==> config.mk <==
export PLATFORM = sky130hd
export DESIGN_NAME = three_wire_rtc_serial_master_top_flat
export DESIGN_NICKNAME = d
export VERILOG_FILES = /design/src/sv/rtc3w_pkg.sv /design/src/sv/rtc3w_if.sv /design/src/sv/rtc3w_step.sv /design/src/sv/three_wire_rtc_serial_master_top.sv /design/src/flat_wrapper.sv
export SDC_FILE = /design/constraint.sdc
export NUM_CORES = 1
export LEC_CHECK = 0
export CAP_MARGIN = 20
export CORE_UTILIZATION = 55
export CTS_CLUSTER_SIZE = 20
export DETAILED_ROUTE_END_ITERATION = 8
export DONT_BUFFER_PORTS = 1
export HOLD_SLACK_MARGIN = 0.1
export PLACE_DENSITY = 0.73
export SYNTH_ARGS = -nofsm -noshare
export SYNTH_HDL_FRONTEND = slang
export SYNTH_HIERARCHICAL = 1
export SYNTH_SLANG_ARGS = --single-unit
export TNS_END_PERCENT = 20
==> constraint.sdc <==
create_clock -name clk_i -period 4.9 [get_ports clk_i]
set_clock_uncertainty 0.15 [all_clocks]
set_input_delay 0.49 -clock clk_i [delete_from_list [all_inputs] [get_ports clk_i]]
set_output_delay 0.49 -clock clk_i [all_outputs]
set_load 0.03 [all_outputs]
==> src/sv/rtc3w_pkg.sv <==
// Shared types and constants for the three-wire RTC serial master.
package rtc3w_pkg;

  // Request codes carried in the kind field
  localparam logic [1:0] KIND_TICK  = 2'd0;
  localparam logic [1:0] KIND_WRITE = 2'd1;
  localparam logic [1:0] KIND_READ  = 2'd2;

  localparam logic [15:0] HALF_RESET = 16'd10;
  localparam logic [4:0]  NUM_SLOTS  = 5'd16;
  localparam logic [4:0]  FIRST_DATA_SLOT = 5'd8;

  typedef enum logic [2:0] {
    PH_IDLE      = 3'd0,
    PH_SETUP     = 3'd1,
    PH_ENABLE    = 3'd2,
    PH_LOW       = 3'd3,
    PH_HIGH      = 3'd4,
    PH_STOP_LOW  = 3'd5,
    PH_STOP_HIGH = 3'd6
  } rtc3w_phase_e;

  typedef struct packed {
    logic [1:0] kind;
    logic [7:0] command;
    logic [7:0] write_data;
    logic       io_in;
  } rtc3w_item_t;

  typedef struct packed {
    logic       chip_enable;
    logic       serial_clock;
    logic       io_out;
    logic       io_drive;
    logic       busy_res;
    logic       done_res;
    logic [7:0] read_data;
  } rtc3w_res_t;

  typedef struct packed {
    rtc3w_phase_e phase;
    logic [4:0]   bit_index;
    logic [15:0]  tick_count;
    logic [15:0]  shift_out;
    logic [7:0]   shift_in;
    logic         read_mode;
    logic         enable_level;
    logic         clock_level;
  } rtc3w_state_t;

endpackage

==> src/sv/rtc3w_if.sv <==
// Valid/ready channel interfaces for tick words and result words.
interface rtc3w_in_if;
  logic       valid;
  logic       ready;
  logic [1:0] kind;
  logic [7:0] command;
  logic [7:0] write_data;
  logic       io_in;

  modport source (output valid, kind, command, write_data, io_in, input ready);
  modport sink   (input valid, kind, command, write_data, io_in, output ready);
endinterface

interface rtc3w_out_if;
  logic       valid;
  logic       ready;
  logic       chip_enable;
  logic       serial_clock;
  logic       io_out;
  logic       io_drive;
  logic       busy_res;
  logic       done_res;
  logic [7:0] read_data;

  modport source (output valid, chip_enable, serial_clock, io_out, io_drive, busy_res,
                  done_res, read_data, input ready);
  modport sink   (input valid, chip_enable, serial_clock, io_out, io_drive, busy_res,
                  done_res, read_data, output ready);
endinterface

==> src/sv/rtc3w_step.sv <==
// Next-state and pin-level logic for one tick of the serial master.
module rtc3w_step (
  input  rtc3w_pkg::rtc3w_state_t state_i,
  input  rtc3w_pkg::rtc3w_item_t  item_i,
  input  logic [15:0]             half_i,
  output rtc3w_pkg::rtc3w_state_t state_o,
  output rtc3w_pkg::rtc3w_res_t   res_o
);
  import rtc3w_pkg::*;

  logic [15:0]  h;
  logic [15:0]  cnt;
  logic         done;
  logic         released;
  rtc3w_state_t ns;

  assign h = (half_i == 16'd0) ? 16'd1 : half_i;

  always_comb begin
    ns   = state_i;
    done = 1'b0;
    cnt  = state_i.tick_count + 16'd1;
    if (state_i.phase == PH_IDLE) begin
      if (item_i.kind == KIND_WRITE || item_i.kind == KIND_READ) begin
        ns.read_mode    = (item_i.kind == KIND_READ);
        ns.shift_out    = {(ns.read_mode ? 8'd0 : item_i.write_data), item_i.command};
        if (ns.read_mode) begin
          ns.shift_in = 8'd0;
        end
        ns.bit_index    = 5'd0;
        ns.tick_count   = 16'd0;
        ns.enable_level = 1'b0;
        ns.clock_level  = 1'b0;
        ns.phase        = PH_SETUP;
      end
    end else if (cnt >= h) begin
      ns.tick_count = 16'd0;
      case (state_i.phase)
        PH_SETUP: begin
          ns.enable_level = 1'b1;
          ns.phase        = PH_ENABLE;
        end
        PH_ENABLE: begin
          ns.clock_level = 1'b0;
          ns.phase       = PH_LOW;
        end
        PH_LOW: begin
          // sample just before the rising edge
          if (state_i.read_mode && state_i.bit_index >= FIRST_DATA_SLOT) begin
            ns.shift_in = {item_i.io_in, state_i.shift_in[7:1]};
          end
          ns.clock_level = 1'b1;
          ns.phase       = PH_HIGH;
        end
        PH_HIGH: begin
          ns.bit_index   = state_i.bit_index + 5'd1;
          ns.clock_level = 1'b0;
          ns.phase       = (ns.bit_index >= NUM_SLOTS) ? PH_STOP_LOW : PH_LOW;
        end
        PH_STOP_LOW: begin
          ns.clock_level = 1'b1;
          ns.phase       = PH_STOP_HIGH;
        end
        default: begin
          ns.enable_level = 1'b0;
          ns.clock_level  = 1'b1;
          ns.bit_index    = 5'd0;
          ns.phase        = PH_IDLE;
          done            = 1'b1;
        end
      endcase
    end else begin
      ns.tick_count = cnt;
    end
  end

  assign released = ns.read_mode && (ns.bit_index >= FIRST_DATA_SLOT);

  always_comb begin
    res_o              = '0;
    res_o.chip_enable  = ns.enable_level;
    res_o.serial_clock = ns.clock_level;
    res_o.busy_res     = (ns.phase != PH_IDLE);
    res_o.done_res     = done;
    res_o.read_data    = ns.shift_in;
    if (ns.phase == PH_LOW || ns.phase == PH_HIGH) begin
      if (!released) begin
        res_o.io_drive = 1'b1;
        res_o.io_out   = ns.shift_out[ns.bit_index[3:0]];
      end
    end else if (ns.phase != PH_IDLE) begin
      res_o.io_drive = ns.read_mode ? (ns.phase == PH_SETUP || ns.phase == PH_ENABLE) : 1'b1;
    end
  end

  assign state_o = ns;

endmodule

==> src/sv/three_wire_rtc_serial_master_top.sv <==
// Top level of the three-wire RTC serial master: channels, registers, config.
//
// Usage
//   in_i  : one word per timing tick. kind selects plain tick, start write or
//           start read; command, write_data and the sampled data line ride along.
//           A start word is honored only while no transfer runs.
//   out_o : one word per input word with the pin levels after that tick
//           (chip enable, serial clock, data out, data drive), busy, a done
//           pulse and the read byte being assembled.
//   cfg_we_i / cfg_wdata_i : half_period_ticks, the length in ticks of every
//           transfer phase and clock half; zero behaves as one. Write it only
//           while the channels are quiet.
// Timing
//   A taken word sits in the input register, goes through the step logic into
//   the result register once that register can advance, and is offered from
//   then on. One word per cycle is sustained while the sink takes every result;
//   the combinational state update in the step logic is what sets that rate.
// Reset
//   Transfer state idle, enable and clock low, read byte zero, half period 10.
// Stall
//   A held result keeps its value; one more word waits in the input register
//   and in_i.ready drops until the sink takes the result.
module three_wire_rtc_serial_master_top (
  input  logic        clk_i,
  input  logic        rst_ni,
  rtc3w_in_if.sink    in_i,
  rtc3w_out_if.source out_o,
  input  logic        cfg_we_i,
  input  logic [15:0] cfg_wdata_i
);
  import rtc3w_pkg::*;

  logic         in_vld_q;
  rtc3w_item_t  in_q;
  logic         out_vld_q;
  rtc3w_res_t   out_q;
  rtc3w_state_t state_q;
  rtc3w_state_t state_d;
  rtc3w_res_t   res_d;
  logic [15:0]  half_q;
  logic         adv;
  logic         in_take;

  // Result stage moves when empty or drained this cycle.
  assign adv     = !out_vld_q || out_o.ready;
  assign in_i.ready = !in_vld_q || adv;
  assign in_take = in_i.valid && in_i.ready;

  rtc3w_step u_step (
    .state_i (state_q),
    .item_i  (in_q),
    .half_i  (half_q),
    .state_o (state_d),
    .res_o   (res_d)
  );

  always_ff @(posedge clk_i or negedge rst_ni) begin
    if (!rst_ni) begin
      in_vld_q  <= 1'b0;
      out_vld_q <= 1'b0;
      half_q    <= HALF_RESET;
      state_q   <= '{phase: PH_IDLE, default: '0};
    end else begin
      if (cfg_we_i) begin
        half_q <= cfg_wdata_i;
      end
      if (in_i.ready) begin
        in_vld_q <= in_i.valid;
      end
      if (adv) begin
        out_vld_q <= in_vld_q;
        if (in_vld_q) begin
          state_q <= state_d;
        end
      end
    end
  end

  // Payload registers
  always_ff @(posedge clk_i) begin
    if (in_take) begin
      in_q.kind       <= in_i.kind;
      in_q.command    <= in_i.command;
      in_q.write_data <= in_i.write_data;
      in_q.io_in      <= in_i.io_in;
    end
    if (adv && in_vld_q) begin
      out_q <= res_d;
    end
  end

  assign out_o.valid        = out_vld_q;
  assign out_o.chip_enable  = out_q.chip_enable;
  assign out_o.serial_clock = out_q.serial_clock;
  assign out_o.io_out       = out_q.io_out;
  assign out_o.io_drive     = out_q.io_drive;
  assign out_o.busy_res     = out_q.busy_res;
  assign out_o.done_res     = out_q.done_res;
  assign out_o.read_data    = out_q.read_data;

  // Idle implies the slot counter was rewound.
  a_idle_slot: assert property (@(posedge clk_i) disable iff (!rst_ni)
    state_q.phase == PH_IDLE |-> state_q.bit_index == 5'd0)
    else $error("slot counter not zero while idle");

  // Slot counter never exceeds the slot count.
  a_slot_range: assert property (@(posedge clk_i) disable iff (!rst_ni)
    state_q.bit_index <= NUM_SLOTS)
    else $error("slot counter out of range");

  // A finished transfer shows enable low, clock high and not busy.
  a_done_pins: assert property (@(posedge clk_i) disable iff (!rst_ni)
    out_vld_q && out_q.done_res |-> !out_q.busy_res && !out_q.chip_enable
                                    && out_q.serial_clock)
    else $error("done word with wrong pin levels");

  // State only moves when a word passes into the result register.
  a_state_hold: assert property (@(posedge clk_i) disable iff (!rst_ni)
    !(adv && in_vld_q) |=> $stable(state_q))
    else $error("transfer state changed without a word");

  // Busy in the result matches the registered phase.
  a_busy_phase: assert property (@(posedge clk_i) disable iff (!rst_ni)
    adv && in_vld_q |=> out_q.busy_res == (state_q.phase != PH_IDLE))
    else $error("busy flag disagrees with phase");

endmodule

==> src/flat_wrapper.sv <==
// flat-port wrapper written by rule: the top's interface ports become plain ports
module three_wire_rtc_serial_master_top_flat import rtc3w_pkg::*;
  (clk_i, rst_ni, cfg_we_i, cfg_wdata_i, in_i_valid, in_i_kind, in_i_command, in_i_write_data, in_i_io_in, in_i_ready, out_o_valid, out_o_chip_enable, out_o_serial_clock, out_o_io_out, out_o_io_drive, out_o_busy_res, out_o_done_res, out_o_read_data, out_o_ready);
  rtc3w_in_if in_i_i ();
  rtc3w_out_if out_o_i ();
  input  logic clk_i;
  input  logic rst_ni;
  input  logic cfg_we_i;
  input  logic [15:0] cfg_wdata_i;
  input wire logic [$bits(in_i_i.valid)-1:0] in_i_valid;
  input wire logic [$bits(in_i_i.kind)-1:0] in_i_kind;
  input wire logic [$bits(in_i_i.command)-1:0] in_i_command;
  input wire logic [$bits(in_i_i.write_data)-1:0] in_i_write_data;
  input wire logic [$bits(in_i_i.io_in)-1:0] in_i_io_in;
  output wire logic [$bits(in_i_i.ready)-1:0] in_i_ready;
  output wire logic [$bits(out_o_i.valid)-1:0] out_o_valid;
  output wire logic [$bits(out_o_i.chip_enable)-1:0] out_o_chip_enable;
  output wire logic [$bits(out_o_i.serial_clock)-1:0] out_o_serial_clock;
  output wire logic [$bits(out_o_i.io_out)-1:0] out_o_io_out;
  output wire logic [$bits(out_o_i.io_drive)-1:0] out_o_io_drive;
  output wire logic [$bits(out_o_i.busy_res)-1:0] out_o_busy_res;
  output wire logic [$bits(out_o_i.done_res)-1:0] out_o_done_res;
  output wire logic [$bits(out_o_i.read_data)-1:0] out_o_read_data;
  input wire logic [$bits(out_o_i.ready)-1:0] out_o_ready;
  assign in_i_i.valid = in_i_valid;
  assign in_i_i.kind = in_i_kind;
  assign in_i_i.command = in_i_command;
  assign in_i_i.write_data = in_i_write_data;
  assign in_i_i.io_in = in_i_io_in;
  assign in_i_ready = in_i_i.ready;
  assign out_o_valid = out_o_i.valid;
  assign out_o_chip_enable = out_o_i.chip_enable;
  assign out_o_serial_clock = out_o_i.serial_clock;
  assign out_o_io_out = out_o_i.io_out;
  assign out_o_io_drive = out_o_i.io_drive;
  assign out_o_busy_res = out_o_i.busy_res;
  assign out_o_done_res = out_o_i.done_res;
  assign out_o_read_data = out_o_i.read_data;
  assign out_o_i.ready = out_o_ready;
  three_wire_rtc_serial_master_top u_core (.clk_i(clk_i), .rst_ni(rst_ni), .in_i(in_i_i), .out_o(out_o_i), .cfg_we_i(cfg_we_i), .cfg_wdata_i(cfg_wdata_i));
endmodule
# Word level (Yosys, flattened, before mapping)
# Cells that the tools add are included.
word_totals:
  word_cells: 92
  ff_bits: 102
  out_inout_bits: 16
op_classes:
  n_mux: 27
  n_eq_ne: 12
  n_bitwise: 2
  order_cmp: 5
  n_addsub: 2
  reduce_logical: 22
op_table:
  columns: ["operator", "count"]
  rows:
  - ["$mux 8", 7]
  - ["$mux 51", 1]
  - ["$mux 16", 3]
  - ["$mux 24", 1]
  - ["$add 16x1->16 const B", 1]
  - ["$ge 16x16->1", 1]
  - ["$logic_not 16->1", 1]
  - ["$pmux 3 s5", 1]
  - ["$eq 3x2->1 const B", 4]
  - ["$ge 5x4->1 const B", 2]
  - ["$pmux 5 s2", 1]
  - ["$eq 3x3->1 const B", 3]
  - ["$reduce_or 4->1", 2]
  - ["$mux 1", 7]
  - ["$eq 3x1->1 const B", 2]
  - ["$reduce_or 2->1", 3]
  - ["$add 5x1->5 const B", 1]
  - ["$ge 5x5->1 const B", 1]
  - ["$logic_or 1x1->1", 5]
  - ["$lt 4x5->1 const B", 1]
  - ["$reduce_or 5->1", 1]
  - ["$bmux 1 s4", 1]
  - ["$logic_and 1x1->1", 4]
  - ["$mux 2", 2]
  - ["11 further kinds", 14]

# Depth between registers and ports, before layout
depth:
  word_depth: 11
  depth_mapped: 22

# Modules after synthesis
# Netlist, hierarchy kept.
modules_own_cells:
  columns: ["module", "cells_each", "area_per_inst_um2", "instances", "seq_area_each_um2"]
  rows:
  - ["three_wire_rtc_serial_master_top", 183, 3782.4, 1, 2720.1]
  - ["rtc3w_step", 336, 2120.8, 1, 0.0]

# Worst setup path before layout
# OpenSTA, ideal clock, no wires.
synth_timing:
  path_kind: "reg2reg"
  from: "reg u_core/state_q[27] (netlist name)"
  to: "reg u_core/state_q[8] (netlist name)"
  setup_slack_ps: 248
  required_time_ps: 4625
  period_less_slack_ps: 4652
  setup_ps: 125
  path_stages_with_launch: 21
  t_arrival_ps: 4377
  path_buffers: 5
  cell_sequence: "dfrtp_1 ha_1 nand3_1 nor2_1 and3_1 clkbuf_1 and3_1 nand3_1 xnor2_1 ha_1 nand4_2 a2111oi_1 or3_1 buf_6 buf_4 nand2_1 nor4_4 buf_2 o21ai_0 buf_4 mux2_4"
synth_lines:
  columns: ["item", "line_no", "rtl"]
  rows:
  - ["from (decl)", "three_wire_rtc_serial_master_top.sv:37", "rtc3w_state_t state_q;"]
  - ["from (signal assigned)", "three_wire_rtc_serial_master_top.sv:73", "state_q <= state_d;"]

# Final worst setup path
layout_timing:
  from: "reg u_core/state_q[28] (netlist name)"
  to: "reg u_core.out_q (netlist bit u_core/out_o.io_out), data pin"
layout_via:
  elab_chain_len: 8
  word_cells_on_any_way: 13
  cone_classes: "1 x add/sub; 2 x order compare; 2 x eq/ne; 4 x mux; 1 x bitwise; 3 x reduce/logical"
layout_lines:
  columns: ["item", "line_no", "rtl"]
  rows:
  - ["$add 16x1->16 (*)", "rtc3w_step.sv:22", "cnt = state_i.tick_count + 16'd1;"]
  - ["$ge 16x16->1 (*)", "rtc3w_step.sv:36", "end else if (cnt >= h) begin"]
  - ["$mux 8 (*)", "rtc3w_step.sv:36", null]
  - ["$mux 24 (*)", "rtc3w_step.sv:23", "if (state_i.phase == PH_IDLE) begin"]
  - ["parallel branches: the longest is 4 deep, another holds $ge 5x4->1", null, null]
  - ["to (signal assigned)", "three_wire_rtc_serial_master_top.sv:88", "out_q <= res_d;"]
  - ["to (decl)", "three_wire_rtc_serial_master_top.sv:36", "rtc3w_res_t out_q;"]
# Every way passes the cells marked *. The select of a mux whose other input is x is not followed.
# A chain may end at the register's enable or synchronous reset.

==> run_results.csv <==
group,metric,value,unit
outcome,outcome,"completed",
setup_path,startpoint_type,"register",
logic_synthesis,async_reset_ff_frac,0.676,
logic_synthesis,seq_area_frac_synth,0.461,
drt,vias_per_cell,5.73,
drt,route.detailed.drc,0,
logic_synthesis,ys_ff_latch,102,
power,p_clk_frac,0.206,
floorplan,rows,37,
clock_tree,cts_max_level,3,
finish,fillers,845,
hold_path,hold_path.startpoint,"cfg_we_i",
logic_synthesis,synthFlopType,"dfrtp_1",
drt,vias,3891,
finish,diodes,0,
finish,layout-area-overhead-vs-synth,9.83,%
timing,finalCriticalPeriod,4.69,ns
timing,fin_hold_ws,0.127,ns
logic_synthesis,syn-num-nets,578,
setup_path,cp.arrival,4.67,ns
setup_path,path_class,"reg -> reg",
logic_synthesis,synth.avg_cell_area,11.4,sq um
logic_synthesis,synthesis.area,5900,sq um
finish,fin_nets,598,
timing,tightestPinTransition,1.04,ns
floorplan,dieArea,11200,sq um
global_route,grt_use_total,0.224,
job,drv_cap,0,
logic_synthesis,synthTopCellsByArea,"dfrtp_1 (28%), edfxtp_1 (17%), mux2_4 (12%)",
clock_tree,clock_latency,0.37,ns
power,seqPwrFrac,0.475,
drt,wl,11500,um
clock_tree,clock-sinks,102,
logic_synthesis,synth_top_area_cell,"dfrtp_1",
finish,multi_input_area,2900,sq um
global_route,grt_pass1_vias,3949,
logic_synthesis,synth_cell_types,65,
setup_path,rr_startpoint,"u_core/state_q[28]",
hold_path,whs_endpoint,"u_core/half_q[14]",
global_route,grt_pass1_wl,19400,um
finish,finish.utilization,0.625,
clock_tree,path_clk_slew,0.09,ns
placement,port-buffer-count,0,
power,irDropWorstVdd,0.273,mV
floorplan,initial_core_util,0.569,
drt,wl_per_cell,16.9,um
setup_path,r2r_setup_slack,0.21,ns
timing,hold_violations,0,
power,power_density,363,nW/um^2
timing,fmax,0.213,GHz
floorplan,die_w,106,um
timing,finalMaxSlewViolations,0,
finish,regArea,2720,sq um
global_route,grt_max_degree,70,
drt,drt_iter0_markers,218,
setup_path,required,4.88,ns
floorplan,die_y,106,um
hold_path,holdPathStages,1,
setup_path,crit_path_top_delay_cell,"dfrtp_1",
power,leakage,2.95,nW
drt,dr.pass1.iters,7,
finish,drive_above_1_share,0.234,
global_route,antenna_found_initial,0,
power,swShare,0.326,
floorplan,ios,56,
clock_tree,clock_path_buffers,2,
power,p_switching,0.767,mW
clock_tree,root_buffer,"clkbuf_8",
logic_synthesis,synth_top_area_frac,0.284,
global_route,grt.overflow.total,0,
timing,setup-violations-final,0,
clock_tree,cts_tree,"done",
placement,dpl.hpwl,7500,um
logic_synthesis,synth-edff-count,33,
placement,routabilityCongestion,0.812,
setup_path,r2r_cells,19,
hold_path,hold_class,"in -> reg",
placement,pre_cts_ws,0.0712,ns
setup_path,rr_endpoint,"u_core/out_o.io_out",
setup_path,end_kind,"register",
power,p_comb_frac,0.319,
clock_tree,numCtsBuffers,9,
drt,ant_nets,0,
timing,layout_setup_ws,0.210,ns
logic_synthesis,yosys_warnings,6,
setup_path,path_cells,"ha_2 -> nand3_1 -> nor2_2 -> and3_4 -> and3_2 -> nand3_1 -> xnor2_2 -> ha_1 -> nand4_2 -> nor3_1 -> or3_4 -> or3_1 -> buf_4 -> a211oi_4 -> buf_4 -> mux2i_1 -> o32a_1 -> o211ai_2 -> and3_1",
power,internal_power,1.59,mW
setup_path,max_stage_delay,0.41,ns
timing,fin_crit_sh,0.957,
logic_synthesis,syn_inst,519,
setup_path,crit_fanout,14,
timing,slew_headroom,0.305,
floorplan,coreArea,10400,sq um
cell usage after synthesis, types with 3 or more instances:
library cell  count
nand2b_1         11
nor4_1            4
or3_1             4
buf_4            13
mux2_4           49
nor2_1           18
nand3_1          10
and3_1            9
a22o_1           10
edfxtp_1         33
nor3_1            8
dfrtp_1          67
mux2_2           21
nand2_1          69
o211ai_1          3
xnor2_1           7
o21ai_1           4
o21ai_0          37
a21oi_1          14
inv_1            23
ha_1             19
buf_6             6
xor2_1            8
mux2i_1           6
clkbuf_1         12
o31ai_1           3
flip-flops by register name, indices dropped and copies added, names as in the netlist:
signal / flops
u_core/half_q: 16
u_core/in_q: 19
u_core/in_vld_q: 1
u_core/out_o.busy_res: 1
u_core/out_o.chip_enable: 1
u_core/out_o.done_res: 1
u_core/out_o.io_drive: 1
u_core/out_o.io_out: 1
u_core/out_o.read_data: 8
u_core/out_o.serial_clock: 1
u_core/out_o.valid: 1
u_core/state_q: 51
how the worst max path moves through the flow:
stage | startpoint | to | slack [ns]
floorplan | u_core/state_q[27] | u_core/state_q[8] | 0.25
global placement | u_core/state_q[27] | u_core/out_o.io_out | 0.31
detailed placement | u_core/state_q[27] | u_core/out_o.io_out | 0.07
CTS | u_core/state_q[27] | u_core/out_o.io_out | 0.06
global route | u_core/state_q[28] | u_core/out_o.io_out | -0.04
finish | u_core/state_q[28] | u_core/out_o.io_out | 0.21
layout by cell type, fill, tap and decap left out, types with 5 or more instances in the layout:
master / Yosys / routed
dlygate4sd3_1: 0 / 30
a22o_1: 10 / 10
mux2_2: 21 / 21
a21oi_1: 14 / 14
mux2i_1: 6 / 6
nand2_1: 69 / 69
edfxtp_1: 33 / 33
ha_1: 19 / 18
o21ai_0: 37 / 37
clkbuf_8: 0 / 11
mux2_4: 49 / 49
and3_1: 9 / 6
inv_1: 23 / 23
nand2b_1: 11 / 11
buf_4: 13 / 13
xor2_1: 8 / 8
nor2_1: 18 / 17
xnor2_1: 7 / 5
dfrtp_1: 67 / 66
nand3_1: 10 / 10
nor3_1: 8 / 8
area by class of cell:
cell class	instances	area share
multi-input cells	357	0.447
repair buffers	44	0.0656
clock inverters	3	0.00309
flip-flops and latches	102	0.420
well taps	136	0.0262
inverters	25	0.0145
clock buffers	12	0.0239
layer usage:
layer,part of all wire,vias up,GRT usage
met2,0.48,96,0.358
met3,0.037,21,0.0433
li1,-,1875,-
met4,0.022,0,0.0903
met5,0,-,0
met1,0.46,1899,0.302
power groups by stage:
| stage | registers [mW] | logic (mW) | clock network [mW] |
|---|---|---|---|
| final | 1.12 | 0.751 | 0.484 |
| after global routing | 1.14 | 0.826 | 0.537 |
| after CTS | 1.12 | 0.726 | 0.504 |
| after detailed placement | 1.14 | 0.688 | 0 |
| after global placement | 1.13 | 0.675 | 0 |
| after floorplan | 1.10 | 0.584 | 0 |
per-stage QoR:
step | cells | cell area [sq um] | total power, mW | TNS (ns)
after floorplan | 519 | 5900 | 1.68 | 0
after global placement | 626 | 5890 | 1.80 | 0
after detailed placement | 626 | 5890 | 1.82 | 0
after CTS | 671 | 6380 | 2.35 | 0
after global routing | 679 | 6480 | 2.50 | -0.0428
final | 679 | 6480 | 2.36 | 0
critical path: cells and delay by family (launching register included):
kind / cells / cell delay, ns
AND/OR/NAND/NOR: 10 / 1.93
AO/OA/AOI/OAI: 3 / 0.64
adder cells (fa/ha/maj): 2 / 0.55
flip-flops: 1 / 0.41
buffers and inverters: 2 / 0.39
multiplexers: 1 / 0.21
XOR/XNOR: 1 / 0.17
logic make-up (layout without fill, tap and decap cells):
group	after synthesis	in the layout	synth area share
muxes	76	76	0.175
adders and majority gates	19	19	0.0403
xor gates and xnor gates	15	15	0.0223
and+or+nand+nor	150	150	0.127
AOI/OAI and AO/OA	97	97	0.120
DFF	102	102	0.461
buffers and inverters	60	84	0.0545
timing repair:
action                     4_1_cts  5_1_grt
hold buffers                    30        1
resized for setup                0       10
setup buffers                    0        7
setup endpoints to repair        0       18
hold endpoints to repair        97        1
Note: power is estimated with default switching activity, not from simulation.
